[src/design/assert_macros.svh]
// Assertion shorthands for the deframer design.
`ifndef ASSERT_MACROS_SVH
`define ASSERT_MACROS_SVH

// Checks an expression at every clock edge outside reset.
`define ASSERT_ALWAYS(name, expr, msg) \
    name: assert property (@(posedge clk) disable iff (!rst_n) (expr)) else $error(msg);

// Checks that an antecedent implies a consequent in the same cycle.
`define ASSERT_IMPLY(name, ante, cons, msg) \
    name: assert property (@(posedge clk) disable iff (!rst_n) (ante) |-> (cons)) \
        else $error(msg);

`endif

[src/design/sldf_pkg.sv]
// ----------------------------------------------------------------------------
// Deframer package
// Shared constants, register codes and the result record of the deframer.
// ----------------------------------------------------------------------------
`default_nettype none

package sldf_pkg;

    localparam int WINDOW_DEPTH = 128;
    localparam int PTR_W        = $clog2(WINDOW_DEPTH);
    localparam int FILL_W       = PTR_W + 1;

    localparam logic [7:0] SYNC_FIRST  = 8'h5A;
    localparam logic [7:0] SYNC_SECOND = 8'hA5;

    localparam logic [7:0] SHORT_TAG_RESET = 8'h0B;
    localparam logic [7:0] SHORT_MAX_RESET = 8'd100;
    localparam logic [7:0] FRAME_MAX_RESET = 8'd128;

    localparam logic [1:0] CFG_SHORT_TAG = 2'd0;
    localparam logic [1:0] CFG_SHORT_MAX = 2'd1;
    localparam logic [1:0] CFG_FRAME_MAX = 2'd2;

    localparam logic KIND_SHORT  = 1'b0;
    localparam logic KIND_FRAMED = 1'b1;

    typedef struct packed {
        logic        kind;
        logic [63:0] data;
        logic [3:0]  count;
        logic [7:0]  total;
        logic        last;
    } res_t;

endpackage

`default_nettype wire

[src/design/sync_length_xor_frame_deframer.sv]
// ----------------------------------------------------------------------------
// Sync-word, length and XOR-checksum deframer
// Steps: after the accept cycle, each window position is tested for a short packet, then for a sync
// word, length and XOR checksum; a failing position is dropped, a checked frame goes out in chunks.
// Throughput: one byte per scan; a stalled output holds the scan while a result waits.
// Reset clears the window pointers, the results held and the registers to defaults.
// ----------------------------------------------------------------------------
`default_nettype none

`include "assert_macros.svh"

module sync_length_xor_frame_deframer (
    input  wire logic        clk,
    input  wire logic        rst_n,
    input  wire logic        in_valid,
    output logic             in_stall,
    input  wire logic [7:0]  rx_byte,
    output logic             out_valid,
    input  wire logic        out_stall,
    output logic             packet_kind,
    output logic [63:0]      chunk_data,
    output logic [3:0]       chunk_count,
    output logic [7:0]       packet_total,
    output logic             packet_end,
    output logic             run_end,
    input  wire logic        cfg_valid,
    output logic             cfg_ready,
    input  wire logic [1:0]  cfg_index,
    input  wire logic [7:0]  cfg_data
);

    localparam int PW = sldf_pkg::PTR_W;
    localparam int FW = sldf_pkg::FILL_W;

    typedef enum logic [3:0] {
        ST_IDLE, ST_CHK, ST_B0, ST_B1, ST_B2, ST_B3, ST_XOR, ST_EMIT, ST_PUSH, ST_FIN
    } state_t;

    state_t state_reg, state_next, ret_reg, ret_next;
    logic [PW-1:0] head_reg, head_next;
    logic [FW-1:0] fill_reg, fill_next, pos_reg, pos_next;
    logic [PW-1:0] k_reg, k_next;
    logic [7:0] b0_reg, b0_next, b2_reg, b2_next, acc_reg, acc_next;
    logic [7:0] total_reg, total_next;
    logic [63:0] chunk_reg, chunk_next;
    sldf_pkg::res_t res_reg, res_next, pend_reg, pend_next, out_reg, out_next;
    logic pend_valid_reg, pend_valid_next, out_valid_reg, out_valid_next;
    logic out_run_end_reg, out_run_end_next;
    logic [7:0] tag_reg, tag_next, smax_reg, smax_next, fmax_reg, fmax_next;

    logic          wr_en, rd_en;
    logic [PW-1:0] wr_addr, rd_off;
    logic [7:0]    rd_data;
    logic [FW-1:0] avail;
    logic [16:0]   tot17;
    logic [7:0]    acc_x;
    logic [2:0]    lane;
    logic [63:0]   data_x;
    logic          k_last, out_free;

    sldf_window_ram u_ram (
        .clk     (clk),
        .wr_en   (wr_en),
        .wr_addr (wr_addr),
        .wr_data (rx_byte),
        .rd_en   (rd_en),
        .rd_addr (head_reg + rd_off),
        .rd_data (rd_data)
    );

    assign in_stall     = (state_reg != ST_IDLE);
    assign cfg_ready    = 1'b1;
    assign out_valid    = out_valid_reg;
    assign packet_kind  = out_reg.kind;
    assign chunk_data   = out_reg.data;
    assign chunk_count  = out_reg.count;
    assign packet_total = out_reg.total;
    assign packet_end   = out_reg.last;
    assign run_end      = out_run_end_reg;

    assign avail    = fill_reg - pos_reg;
    assign tot17    = {1'b0, b2_reg, rd_data} + 17'd4;
    assign acc_x    = acc_reg ^ rd_data;
    assign lane     = k_reg[2:0];
    assign k_last   = ({1'b0, k_reg} == (total_reg - 8'd1));
    assign data_x   = ((lane == 3'd0) ? 64'd0 : chunk_reg)
                    | ({56'd0, rd_data} << {lane, 3'b000});
    assign out_free = !out_valid_reg || !out_stall;

    always_comb
    begin
        state_next       = state_reg;
        ret_next         = ret_reg;
        head_next        = head_reg;
        fill_next        = fill_reg;
        pos_next         = pos_reg;
        k_next           = k_reg;
        b0_next          = b0_reg;
        b2_next          = b2_reg;
        acc_next         = acc_reg;
        total_next       = total_reg;
        chunk_next       = chunk_reg;
        res_next         = res_reg;
        pend_next        = pend_reg;
        pend_valid_next  = pend_valid_reg;
        out_next         = out_reg;
        out_run_end_next = out_run_end_reg;
        out_valid_next   = out_valid_reg && out_stall;
        tag_next         = tag_reg;
        smax_next        = smax_reg;
        fmax_next        = fmax_reg;
        wr_en            = 1'b0;
        wr_addr          = head_reg + fill_reg[PW-1:0];
        rd_en            = 1'b0;
        rd_off           = pos_reg[PW-1:0];

        if (cfg_valid)
        begin
            case (cfg_index)
                sldf_pkg::CFG_SHORT_TAG: tag_next  = cfg_data;
                sldf_pkg::CFG_SHORT_MAX: smax_next = cfg_data;
                sldf_pkg::CFG_FRAME_MAX: fmax_next = cfg_data;
                default: ;
            endcase
        end

        case (state_reg)
            ST_IDLE:
            begin
                if (in_valid)
                begin
                    wr_en    = 1'b1;
                    pos_next = '0;
                    // A full window drops its oldest byte, whose slot takes the new one.
                    if (fill_reg == FW'(sldf_pkg::WINDOW_DEPTH))
                    begin
                        wr_addr   = head_reg;
                        head_next = head_reg + PW'(1);
                    end
                    else
                    begin
                        fill_next = fill_reg + FW'(1);
                    end
                    state_next = ST_CHK;
                end
            end
            ST_CHK:
            begin
                if (avail < FW'(2))
                begin
                    state_next = ST_FIN;
                end
                else
                begin
                    rd_en      = 1'b1;
                    state_next = ST_B0;
                end
            end
            ST_B0:
            begin
                b0_next    = rd_data;
                rd_en      = 1'b1;
                rd_off     = pos_reg[PW-1:0] + PW'(1);
                state_next = ST_B1;
            end
            ST_B1:
            begin
                if (b0_reg == tag_reg && rd_data <= smax_reg)
                begin
                    res_next.kind  = sldf_pkg::KIND_SHORT;
                    res_next.data  = {48'd0, rd_data, b0_reg};
                    res_next.count = 4'd2;
                    res_next.total = 8'd2;
                    res_next.last  = 1'b1;
                    pos_next       = pos_reg + FW'(2);
                    ret_next       = ST_CHK;
                    state_next     = ST_PUSH;
                end
                else if (avail < FW'(4))
                begin
                    state_next = ST_FIN;
                end
                else if (b0_reg != sldf_pkg::SYNC_FIRST || rd_data != sldf_pkg::SYNC_SECOND)
                begin
                    pos_next   = pos_reg + FW'(1);
                    state_next = ST_CHK;
                end
                else
                begin
                    rd_en      = 1'b1;
                    rd_off     = pos_reg[PW-1:0] + PW'(2);
                    state_next = ST_B2;
                end
            end
            ST_B2:
            begin
                b2_next    = rd_data;
                rd_en      = 1'b1;
                rd_off     = pos_reg[PW-1:0] + PW'(3);
                state_next = ST_B3;
            end
            ST_B3:
            begin
                if (tot17 > {9'd0, fmax_reg} || tot17 > 17'(sldf_pkg::WINDOW_DEPTH))
                begin
                    pos_next   = pos_reg + FW'(1);
                    state_next = ST_CHK;
                end
                else if (17'(avail) < tot17)
                begin
                    state_next = ST_FIN;
                end
                else
                begin
                    total_next = tot17[7:0];
                    k_next     = '0;
                    acc_next   = '0;
                    rd_en      = 1'b1;
                    state_next = ST_XOR;
                end
            end
            ST_XOR:
            begin
                rd_en = 1'b1;
                if (k_last)
                begin
                    // The frame checks out when all its bytes, checksum included, XOR to zero.
                    if (acc_x == 8'd0)
                    begin
                        k_next     = '0;
                        state_next = ST_EMIT;
                    end
                    else
                    begin
                        pos_next   = pos_reg + FW'(1);
                        state_next = ST_CHK;
                    end
                end
                else
                begin
                    rd_off   = pos_reg[PW-1:0] + k_reg + PW'(1);
                    k_next   = k_reg + PW'(1);
                    acc_next = acc_x;
                end
            end
            ST_EMIT:
            begin
                rd_en      = 1'b1;
                rd_off     = pos_reg[PW-1:0] + k_reg + PW'(1);
                k_next     = k_reg + PW'(1);
                chunk_next = data_x;
                if (lane == 3'd7 || k_last)
                begin
                    res_next.kind  = sldf_pkg::KIND_FRAMED;
                    res_next.data  = data_x;
                    res_next.count = {1'b0, lane} + 4'd1;
                    res_next.total = total_reg;
                    res_next.last  = k_last;
                    state_next     = ST_PUSH;
                    if (k_last)
                    begin
                        pos_next = pos_reg + total_reg;
                        ret_next = ST_CHK;
                    end
                    else
                    begin
                        ret_next = ST_EMIT;
                    end
                end
            end
            ST_PUSH:
            begin
                // The newest result waits in the pending slot until the next one
                // or the end of the scan tells whether it closes the run.
                if (!pend_valid_reg)
                begin
                    pend_next       = res_reg;
                    pend_valid_next = 1'b1;
                    state_next      = ret_reg;
                end
                else if (out_free)
                begin
                    out_next         = pend_reg;
                    out_run_end_next = 1'b0;
                    out_valid_next   = 1'b1;
                    pend_next        = res_reg;
                    state_next       = ret_reg;
                end
            end
            ST_FIN:
            begin
                if (!pend_valid_reg || out_free)
                begin
                    if (pend_valid_reg)
                    begin
                        out_next         = pend_reg;
                        out_run_end_next = 1'b1;
                        out_valid_next   = 1'b1;
                        pend_valid_next  = 1'b0;
                    end
                    head_next  = head_reg + pos_reg[PW-1:0];
                    fill_next  = fill_reg - pos_reg;
                    pos_next   = '0;
                    state_next = ST_IDLE;
                end
            end
            default:
            begin
                state_next = ST_IDLE;
            end
        endcase
    end

    always_ff @(posedge clk or negedge rst_n)
    begin
        if (!rst_n)
        begin
            state_reg      <= ST_IDLE;
            ret_reg        <= ST_CHK;
            head_reg       <= '0;
            fill_reg       <= '0;
            pos_reg        <= '0;
            pend_valid_reg <= 1'b0;
            out_valid_reg  <= 1'b0;
            tag_reg        <= sldf_pkg::SHORT_TAG_RESET;
            smax_reg       <= sldf_pkg::SHORT_MAX_RESET;
            fmax_reg       <= sldf_pkg::FRAME_MAX_RESET;
        end
        else
        begin
            state_reg      <= state_next;
            ret_reg        <= ret_next;
            head_reg       <= head_next;
            fill_reg       <= fill_next;
            pos_reg        <= pos_next;
            pend_valid_reg <= pend_valid_next;
            out_valid_reg  <= out_valid_next;
            tag_reg        <= tag_next;
            smax_reg       <= smax_next;
            fmax_reg       <= fmax_next;
        end
    end

    always_ff @(posedge clk)
    begin
        k_reg           <= k_next;
        b0_reg          <= b0_next;
        b2_reg          <= b2_next;
        acc_reg         <= acc_next;
        total_reg       <= total_next;
        chunk_reg       <= chunk_next;
        res_reg         <= res_next;
        pend_reg        <= pend_next;
        out_reg         <= out_next;
        out_run_end_reg <= out_run_end_next;
    end

    `ASSERT_ALWAYS(a_fill_bound, fill_reg <= FW'(sldf_pkg::WINDOW_DEPTH), "window overfilled")
    `ASSERT_ALWAYS(a_pos_bound, pos_reg <= fill_reg, "scan ran past the window fill")
    `ASSERT_IMPLY(a_short_shape, out_valid_reg && out_reg.kind == sldf_pkg::KIND_SHORT, out_reg.count == 4'd2 && out_reg.last, "malformed short packet")
    `ASSERT_IMPLY(a_count_range, out_valid_reg, out_reg.count != 4'd0 && out_reg.count <= 4'd8, "chunk count out of range")

endmodule

`default_nettype wire

[src/design/sldf_window_ram.sv]
// ----------------------------------------------------------------------------
// Window RAM
// Byte store of the unparsed window: one write port, one registered read port.
// ----------------------------------------------------------------------------
`default_nettype none

module sldf_window_ram (
    input  wire logic                      clk,
    input  wire logic                      wr_en,
    input  wire logic [sldf_pkg::PTR_W-1:0] wr_addr,
    input  wire logic [7:0]                wr_data,
    input  wire logic                      rd_en,
    input  wire logic [sldf_pkg::PTR_W-1:0] rd_addr,
    output logic      [7:0]                rd_data
);

    logic [7:0] mem [sldf_pkg::WINDOW_DEPTH];

    always_ff @(posedge clk)
    begin
        if (wr_en)
        begin
            mem[wr_addr] <= wr_data;
        end
    end

    // The read data holds while no new read is issued.
    always_ff @(posedge clk)
    begin
        if (rd_en)
        begin
            rd_data <= mem[rd_addr];
        end
    end

endmodule

`default_nettype wire
[config.mk]
export PLATFORM = sky130hd
export DESIGN_NAME = sync_length_xor_frame_deframer
export DESIGN_NICKNAME = d
export VERILOG_FILES = /design/src/design/sldf_pkg.sv /design/src/design/sync_length_xor_frame_deframer.sv /design/src/design/sldf_window_ram.sv
export VERILOG_INCLUDE_DIRS = /design/src /design/src/design
export SDC_FILE = /design/constraint.sdc
export NUM_CORES = 1
export LEC_CHECK = 0
export ABC_AREA = 1
export BUFFER_PORTS_ARGS = -buffer_cell sky130_fd_sc_hd__clkbuf_2
export CELL_PAD_IN_SITES_DETAIL_PLACEMENT = 1
export CELL_PAD_IN_SITES_GLOBAL_PLACEMENT = 2
export CORE_MARGIN = 2
export CORE_UTILIZATION = 39
export DETAILED_ROUTE_END_ITERATION = 8
export PLACE_DENSITY = 0.82
export SYNTH_ARGS = -nofsm -noshare
export SYNTH_HDL_FRONTEND = slang
export SYNTH_SLANG_ARGS = --single-unit
[constraint.sdc]
create_clock -name clk -period 7.31 [get_ports clk]
set_input_delay 2.193 -clock clk [delete_from_list [all_inputs] [get_ports clk]]
set_output_delay 2.193 -clock clk [all_outputs]
set_load 0.01 [all_outputs]
==> impl_metrics.csv, run 1 <==
group,metric,value,unit
layout,finish.instance_area,0.0668,sq mm
yosys,netlist_instances,4694,
placement,place.gp.congestion,0.864,
layout,ff_latch_area,0.0425,sq mm
yosys,synth_edf_count,1370,
yosys,synth_seq_cells,1424,
yosys,syn_avg_cell_area,12.6,sq um
clock_tree,ctsHoldBuffers,0,
clock_tree,cts-root-buf,"clkbuf_16",
sta,fmax,165,MHz
sta,finClkSkew,0.0509,ns
worst_setup_path,crit_type,"reg2reg",
pwr,p_per_area,395,mW/mm^2
layout,final_util,44.5,%
clock_tree,cts_buffers,150,
layout,multiInputGateArea,0.0147,sq mm
yosys,yosysUniqueCellTypes,61,
yosys,ys_async_sr_fraction,3.79,%
sta,rsz0062_at_grt,"no",
route,viasPerCell,5.62,
worst_setup_path,crit_arrival,6.61,ns
global_route,overflow,0,
sta,finalWorstSetupSlack,1.25,ns
clock_tree,cts_resized,0,
flow_run,max-cap-violations,0,
layout,layout-drive-gt1-share,9.67,%
yosys,synth_area,0.0591,sq mm
layout,fillerInstances,15500,
global_route,track_usage,21.8,%
sta,setup_viol,0,
placement,dp_hpwl,103,mm
layout,layout_commonest_cell,"edfxtp_1",
layout,syn2layout_area_growth,13.1,%
outcome,run_status,"completed",
sta,slew_headroom,8.77,%
worst_setup_path,required,7.86,ns
layout,largest_reg_flops,1024,
yosys,syn_nets,4799,
global_route,grt_pass1_vias,40100,
pwr,power,26.4,mW
floorplan,rows,142,
global_route,grt_pass1_wl,254,mm
yosys,ys_warn_count,0,
route,antenna_left,0,
placement,place_area,0.0619,sq mm
placement,dp_cells,6621,
worst_setup_path,slowest_stage,"fa_4",
floorplan,core_area,0.150,sq mm
global_route,antenna_found_initial,1,
route,dr.pass1.iters,6,
clock_tree,htreeDepth,4,
route,post_drt_wl_per_cell,24.5,um
clock_tree,clk_pin_slew,0.06,ns
sta,finalCriticalPeriod,6.06,ns
route,drcViolationCount,0,
global_route,grt_max_degree,171,
floorplan,initial_utilization,39.3,%
clock_tree,clk_path_buf_depth,3,
pwr,p_leak,22.6,nW
clock_tree,insertion_delay,0.81,ns
placement,pre_cts_ws,1.25,ns
layout,fin_cells,6897,
layout,layout_common_cells,"1370 x edfxtp_1, 772 x nor2_1, 618 x o21ai_0",
worst_setup_path,cp_top_family,"buffers and inverters",
sta,hold_violations,0,
sta,tns,0,ns
clock_tree,clkSinkCount,1424,
worst_setup_path,path_buf_inv,5,
route,wirelength,169,mm
sta,tightest_slew,1.37,ns
yosys,ys_seq_area_share,72.0,%
layout,nNetsFinal,4862,
floorplan,chipHeight,393,um
placement,portBuffers,103,
worst_setup_path,critPathMaxFanout,76,
worst_setup_path,critPathCaptureType,"flip-flop",
route,drtIter0Drc,3371,
sta,fin_crit_sh,83.0,%
worst_setup_path,critPathMaxStageDelay,0.52,ns
sta,hold_ws,0.414,ns
clock_tree,cts_tree,"yes",
pwr,ir_drop,0.000476,V
route,vias,38800,
yosys,ys_dominant_reg_cell,"edfxtp_1",
worst_setup_path,path_common_cell,"nand2_1",
floorplan,num_io_pins,105,
worst_setup_path,crit_path_start_kind,"flip-flop",
floorplan,die_w,393,um
sta,final_max_slew_viol_count,0,
clock_tree,post-cts-setup-buffers,0,
hold_path,hold_class,"reg2reg",
floorplan,die_area,0.155,sq mm
## logic make-up (layout without fill, tap and decap cells)
kind of cell | count (synthesis) | in the layout | synth area share, %
simple gates | 1551 | 1551 | 11.0
xor+xnor | 61 | 61 | 0.968
compound gates | 1066 | 1066 | 10.9
flops | 1424 | 1424 | 72.0
buf+inv | 508 | 694 | 3.33
mux | 1 | 1 | 0.0191
other cells | 1 | 2 | 0.00635
fa+ha+maj | 82 | 82 | 1.83
## synth_stat cells (3+ instances only)
| cell | n | area [sq um] |
|---|---|---|
| edfxtp_1 | 1370 | 41100 |
| o221ai_1 | 212 | 1860 |
| nand4_1 | 32 | 200 |
| or2_2 | 6 | 37.5 |
| nand3_1 | 231 | 1160 |
| nand3_2 | 8 | 80.1 |
| xor2_1 | 42 | 368 |
| nand2_1 | 446 | 1670 |
| nor2_4 | 5 | 56.3 |
| buf_2 | 37 | 185 |
| a211oi_1 | 3 | 22.5 |
| o21ai_0 | 618 | 3090 |
| or2_1 | 3 | 18.8 |
| a31oi_1 | 14 | 87.6 |
| and2_1 | 8 | 50.1 |
| nor2_1 | 774 | 2910 |
| o41ai_1 | 16 | 140 |
| a221oi_1 | 3 | 26.3 |
| nor3_1 | 12 | 60.1 |
| nand3_4 | 9 | 158 |
| inv_2 | 8 | 30.0 |
| fa_1 | 7 | 140 |
| xnor2_1 | 17 | 149 |
| dfrtp_1 | 47 | 1180 |
| o21a_1 | 3 | 22.5 |
| clkinv_1 | 4 | 15.0 |
| clkbuf_1 | 213 | 800 |
| inv_1 | 215 | 807 |
| a21oi_1 | 112 | 561 |
| o211ai_1 | 10 | 75.1 |
| a21o_1 | 4 | 30.0 |
| dfstp_2 | 7 | 184 |
| ha_1 | 75 | 938 |
| nand3b_1 | 4 | 30.0 |
| a32o_1 | 8 | 80.1 |
| o22ai_1 | 51 | 319 |
| buf_1 | 29 | 109 |
## power breakdown
| group | switching [mW] | internal [mW] | total [mW] |
|---|---|---|---|
| combinational | 6.95 | 2.55 | 9.50 |
| sequential | 0.226 | 9.14 | 9.37 |
| clock | 3.30 | 4.26 | 7.55 |
| total | 10.5 | 16.0 | 26.4 |
## per-layer routing
layer	global-route usage (%)	up-vias	wire length [um]
li1	-	17300	-
met1	29.1	19900	71600
met2	36.1	1299	82200
met3	3.17	294	9890
met4	8.05	2	5620
met5	0	-	8
## area by class of cell
class	count	area share [%]
flip-flops and latches	1424	63.6
multi-input cells	2762	22.0
clock buffers	196	6.03
well taps	2016	3.78
repair buffers	192	2.03
inverters	227	1.30
clock inverters	79	1.25
diodes	1	0.00375
## worst paths after layout
| kind | startpoint | endpoint | slack [ns] | cells past startpoint |
|---|---|---|---|---|
| min in group asynchronous | rst_n | out_valid | 1.59 | 2 |
| max in group asynchronous | rst_n | tag_reg[2] | 5.12 | 2 |
| worst max register to register | total_reg[0] | u_ram.rd_data[7] | 1.25 | 26 |
| worst min-delay path | pend_reg[64] | chunk_data[51] | 0.41 | 0 |
| worst max-delay path | total_reg[0] | u_ram.rd_data[7] | 1.25 | 26 |
| worst min register to register | pend_reg[64] | chunk_data[51] | 0.41 | 0 |
No activity file was read; power rests on OpenSTA's default activity.
==> run 2: changes to the inputs <==
ABC_AREA = 0   (was 1)
PLACE_DENSITY = 0.76   (was 0.82)
clock period = 5 ns   (was 7.31 ns; I/O delays follow)
==> run 2 against run 1 <==
The run now ends with negative setup slack left; critical path depth is 2 lower; clock power is 44% higher; cell count is 18% lower; die area is 2.3% lower; register-to-register slack worse by 1.9 ns; global-route usage is 1.6 points lower; combinational power is 110% higher; non-clock buffer count is 373 higher; total power is 68% higher; fmax is 6.8% higher; critical endpoint is now u_ram.rd_data[3]; largest power group unchanged.
==> impl_metrics.csv, run 2 <==
group,metric,value,unit
outcome,run_status,"finished with violations",
outcome,failed_checks,"negative setup slack",
placement,portBuffers,103,
yosys,ys_seq_area_share,73.7,%
yosys,yosysTopAreaCellShare,71.3,%
clock_tree,cts-root-buf,"clkbuf_16",
global_route,antenna_found_initial,1,
flow_run,max-cap-violations,0,
clock_tree,clk_path_buf_depth,3,
yosys,synth_seq_cells,1424,
yosys,ys_async_sr_fraction,3.79,%
clock_tree,ctsHoldBuffers,0,
layout,largest_reg_flops,1024,
route,viasPerCell,5.50,
route,drcViolationCount,0,
layout,ff_latch_area,0.0425,sq mm
route,drtIter0Drc,3059,
floorplan,chipHeight,389,um
layout,fillerInstances,13700,
worst_setup_path,required,5.54,ns
global_route,grt_pass1_wl,225,mm
yosys,netlist_instances,3059,
worst_setup_path,crit_type,"reg2reg",
yosys,syn_nets,3164,
clock_tree,clk_pin_slew,0.06,ns
floorplan,core_area,0.147,sq mm
yosys,synth.most_common_cell,"edfxtp_1",
sta,tightest_slew,1.28,ns
layout,nNetsFinal,3735,
route,antenna_left,0,
yosys,yosys-top-cells-area,"edfxtp_1 71%, mux4_2 12%, dfrtp_1 2.0%",
route,dr.pass1.iters,5,
sta,fin_crit_sh,114,%
worst_setup_path,crit_arrival,6.22,ns
global_route,grt_use_met3,3.57,%
floorplan,die_area,0.151,sq mm
global_route,grt_pass1_vias,33100,
layout,multiInputGateArea,0.0149,sq mm
worst_setup_path,critPathMaxFanout,8,
worst_setup_path,path_buf_inv,7,
sta,finalWorstSetupSlack,-0.679,ns
yosys,synth_area,0.0577,sq mm
clock_tree,insertion_delay,0.79,ns
clock_tree,cts_buffers,147,
pwr,ir_drop,0.000445,V
global_route,grt_util_met1,26.9,%
sta,finClkSkew,0.0352,ns
sta,slew_headroom,14.5,%
placement,pre_cts_ws,-1.01,ns
worst_setup_path,crit_path_start_kind,"flip-flop",
floorplan,num_io_pins,105,
placement,place.gp.congestion,0.797,
worst_setup_path,critPathMaxStageDelay,0.86,ns
global_route,grt_max_degree,109,
layout,layout_common_cells,"1370 x edfxtp_1, 389 x buf_4, 320 x mux4_2",
floorplan,die_w,389,um
yosys,synth_edf_count,1370,
floorplan,rows,141,
worst_setup_path,critPathCaptureType,"flip-flop",
sta,hold_ws,0.409,ns
global_route,busiest_layer,"met2",
layout,antenna_cells,0,
hold_path,hold_class,"reg2reg",
yosys,syn_avg_cell_area,18.9,sq um
pwr,p_per_area,635,mW/mm^2
route,wirelength,152,mm
global_route,grtUsageMet2,34.2,%
clock_tree,clkSinkCount,1424,
global_route,overflow,0,
sta,final_max_slew_viol_count,0,
layout,layout-drive-gt1-share,32.9,%
sta,setup_viol,8,
yosys,yosysUniqueCellTypes,74,
clock_tree,cts_tree,"yes",
layout,layout_commonest_cell,"edfxtp_1",
sta,finalCriticalPeriod,5.68,ns
sta,hold_violations,0,
route,post_drt_wl_per_cell,26.7,um
placement,dp_hpwl,97.5,mm
yosys,yosysTopAreaCell,"edfxtp_1",
sta,fmax,176,MHz
worst_setup_path,cp_top_family,"compound AO/OA/AOI/OAI gates",
global_route,track_usage,20.2,%
yosys,ys_top_cells_by_count,"1370 x edfxtp_1, 320 x mux4_2, 220 x nor2_1",
route,vias,31200,
clock_tree,htreeDepth,4,
pwr,p_leak,23.5,nW
floorplan,initial_utilization,39.1,%
layout,syn2layout_area_growth,21.2,%
worst_setup_path,slowest_stage,"fa_4",
yosys,ys_warn_count,0,
yosys,ys_dominant_reg_cell,"edfxtp_1",
worst_setup_path,critical_path.cell_chain,"inv_2 > ha_4 > inv_2 > fa_2 > a211oi_2 > o21bai_1 > a21oi_1 > xor2_1 > a31oi_4 > o2111ai_2 > a21oi_2 > o221ai_2 > fa_4 > buf_12 > buf_12 > buf_16 > buf_6 > buf_6 > mux4_2 > mux4_2 > mux2_4 > nand2_4 > o21ai_4 > mux2_4",
sta,rsz0062_at_grt,"yes",
[run 2: layer usage]
layer / vias to the layer above / wire (um)
li1: 13500 / -
met1: 16500 / 62800
met2: 1011 / 76900
met3: 214 / 8510
met4: 0 / 3290
met5: - / 0
[run 2: per-stage QoR]
step	utilization [%]	power (mW)	cell area (sq um)	cells	setup TNS, ns
3_5_place_dp	43.3	31.1	63800	5364	-7.52
5_1_grt	47.4	46.1	69900	5675	-6.70
6_report	47.4	44.4	69900	5675	-5.15
2_1_floorplan	-	24.5	58000	3059	0
3_3_place_gp	43.3	30.8	63800	5364	-6.50
4_1_cts	47.3	44.3	69700	5667	-4.71
[run 2: repair_timing]
action                                  4_1_cts  5_1_grt
endpoints found under the setup margin        8        8
buffers inserted                             26       10
gates resized for setup                      90       43
pin swaps                                    19        3
cloned                                       14        3
[run 2: kinds of logic after synthesis]
kind of cell,share of synthesized area (%)
flops,73.7
simple gates,4.52
mux,13.8
compound gates,3.50
buf+inv,1.37
fa+ha+maj,1.87
xor+xnor,1.20
other cells,0.00650
[run 2: worst paths after layout]
kind                       slack (ns)          from          endpoint  depth (start not counted)
setup / recovery                -0.68   fill_reg[0]  u_ram.rd_data[3]                         24
hold / removal                   0.41  pend_reg[58]    chunk_data[45]                          0
setup reg to reg                -0.68   fill_reg[0]  u_ram.rd_data[3]                         24
hold reg to reg                  0.41  pend_reg[58]    chunk_data[45]                          0
max in group asynchronous        3.20         rst_n        tag_reg[0]                          2
min in group asynchronous        0.84         rst_n        pos_reg[7]                          1
[run 2: cell type report]
class	count	share of cell area, %
multi-input combinational	1430	21.3
tap	1930	3.46
timing repair buffer	565	7.27
clock inverter	92	1.33
inverter	62	0.346
sequential	1424	60.8
clock buffer	172	5.52
[run 2: where the power goes]
part	total (mW)	internal, mW	leakage, nW	switching (mW)
logic	19.8	10.3	8.19	9.47
registers	13.7	13.4	13.0	0.233
clock network	10.9	6.23	2.34	4.68
total	44.4	30.0	23.5	14.4
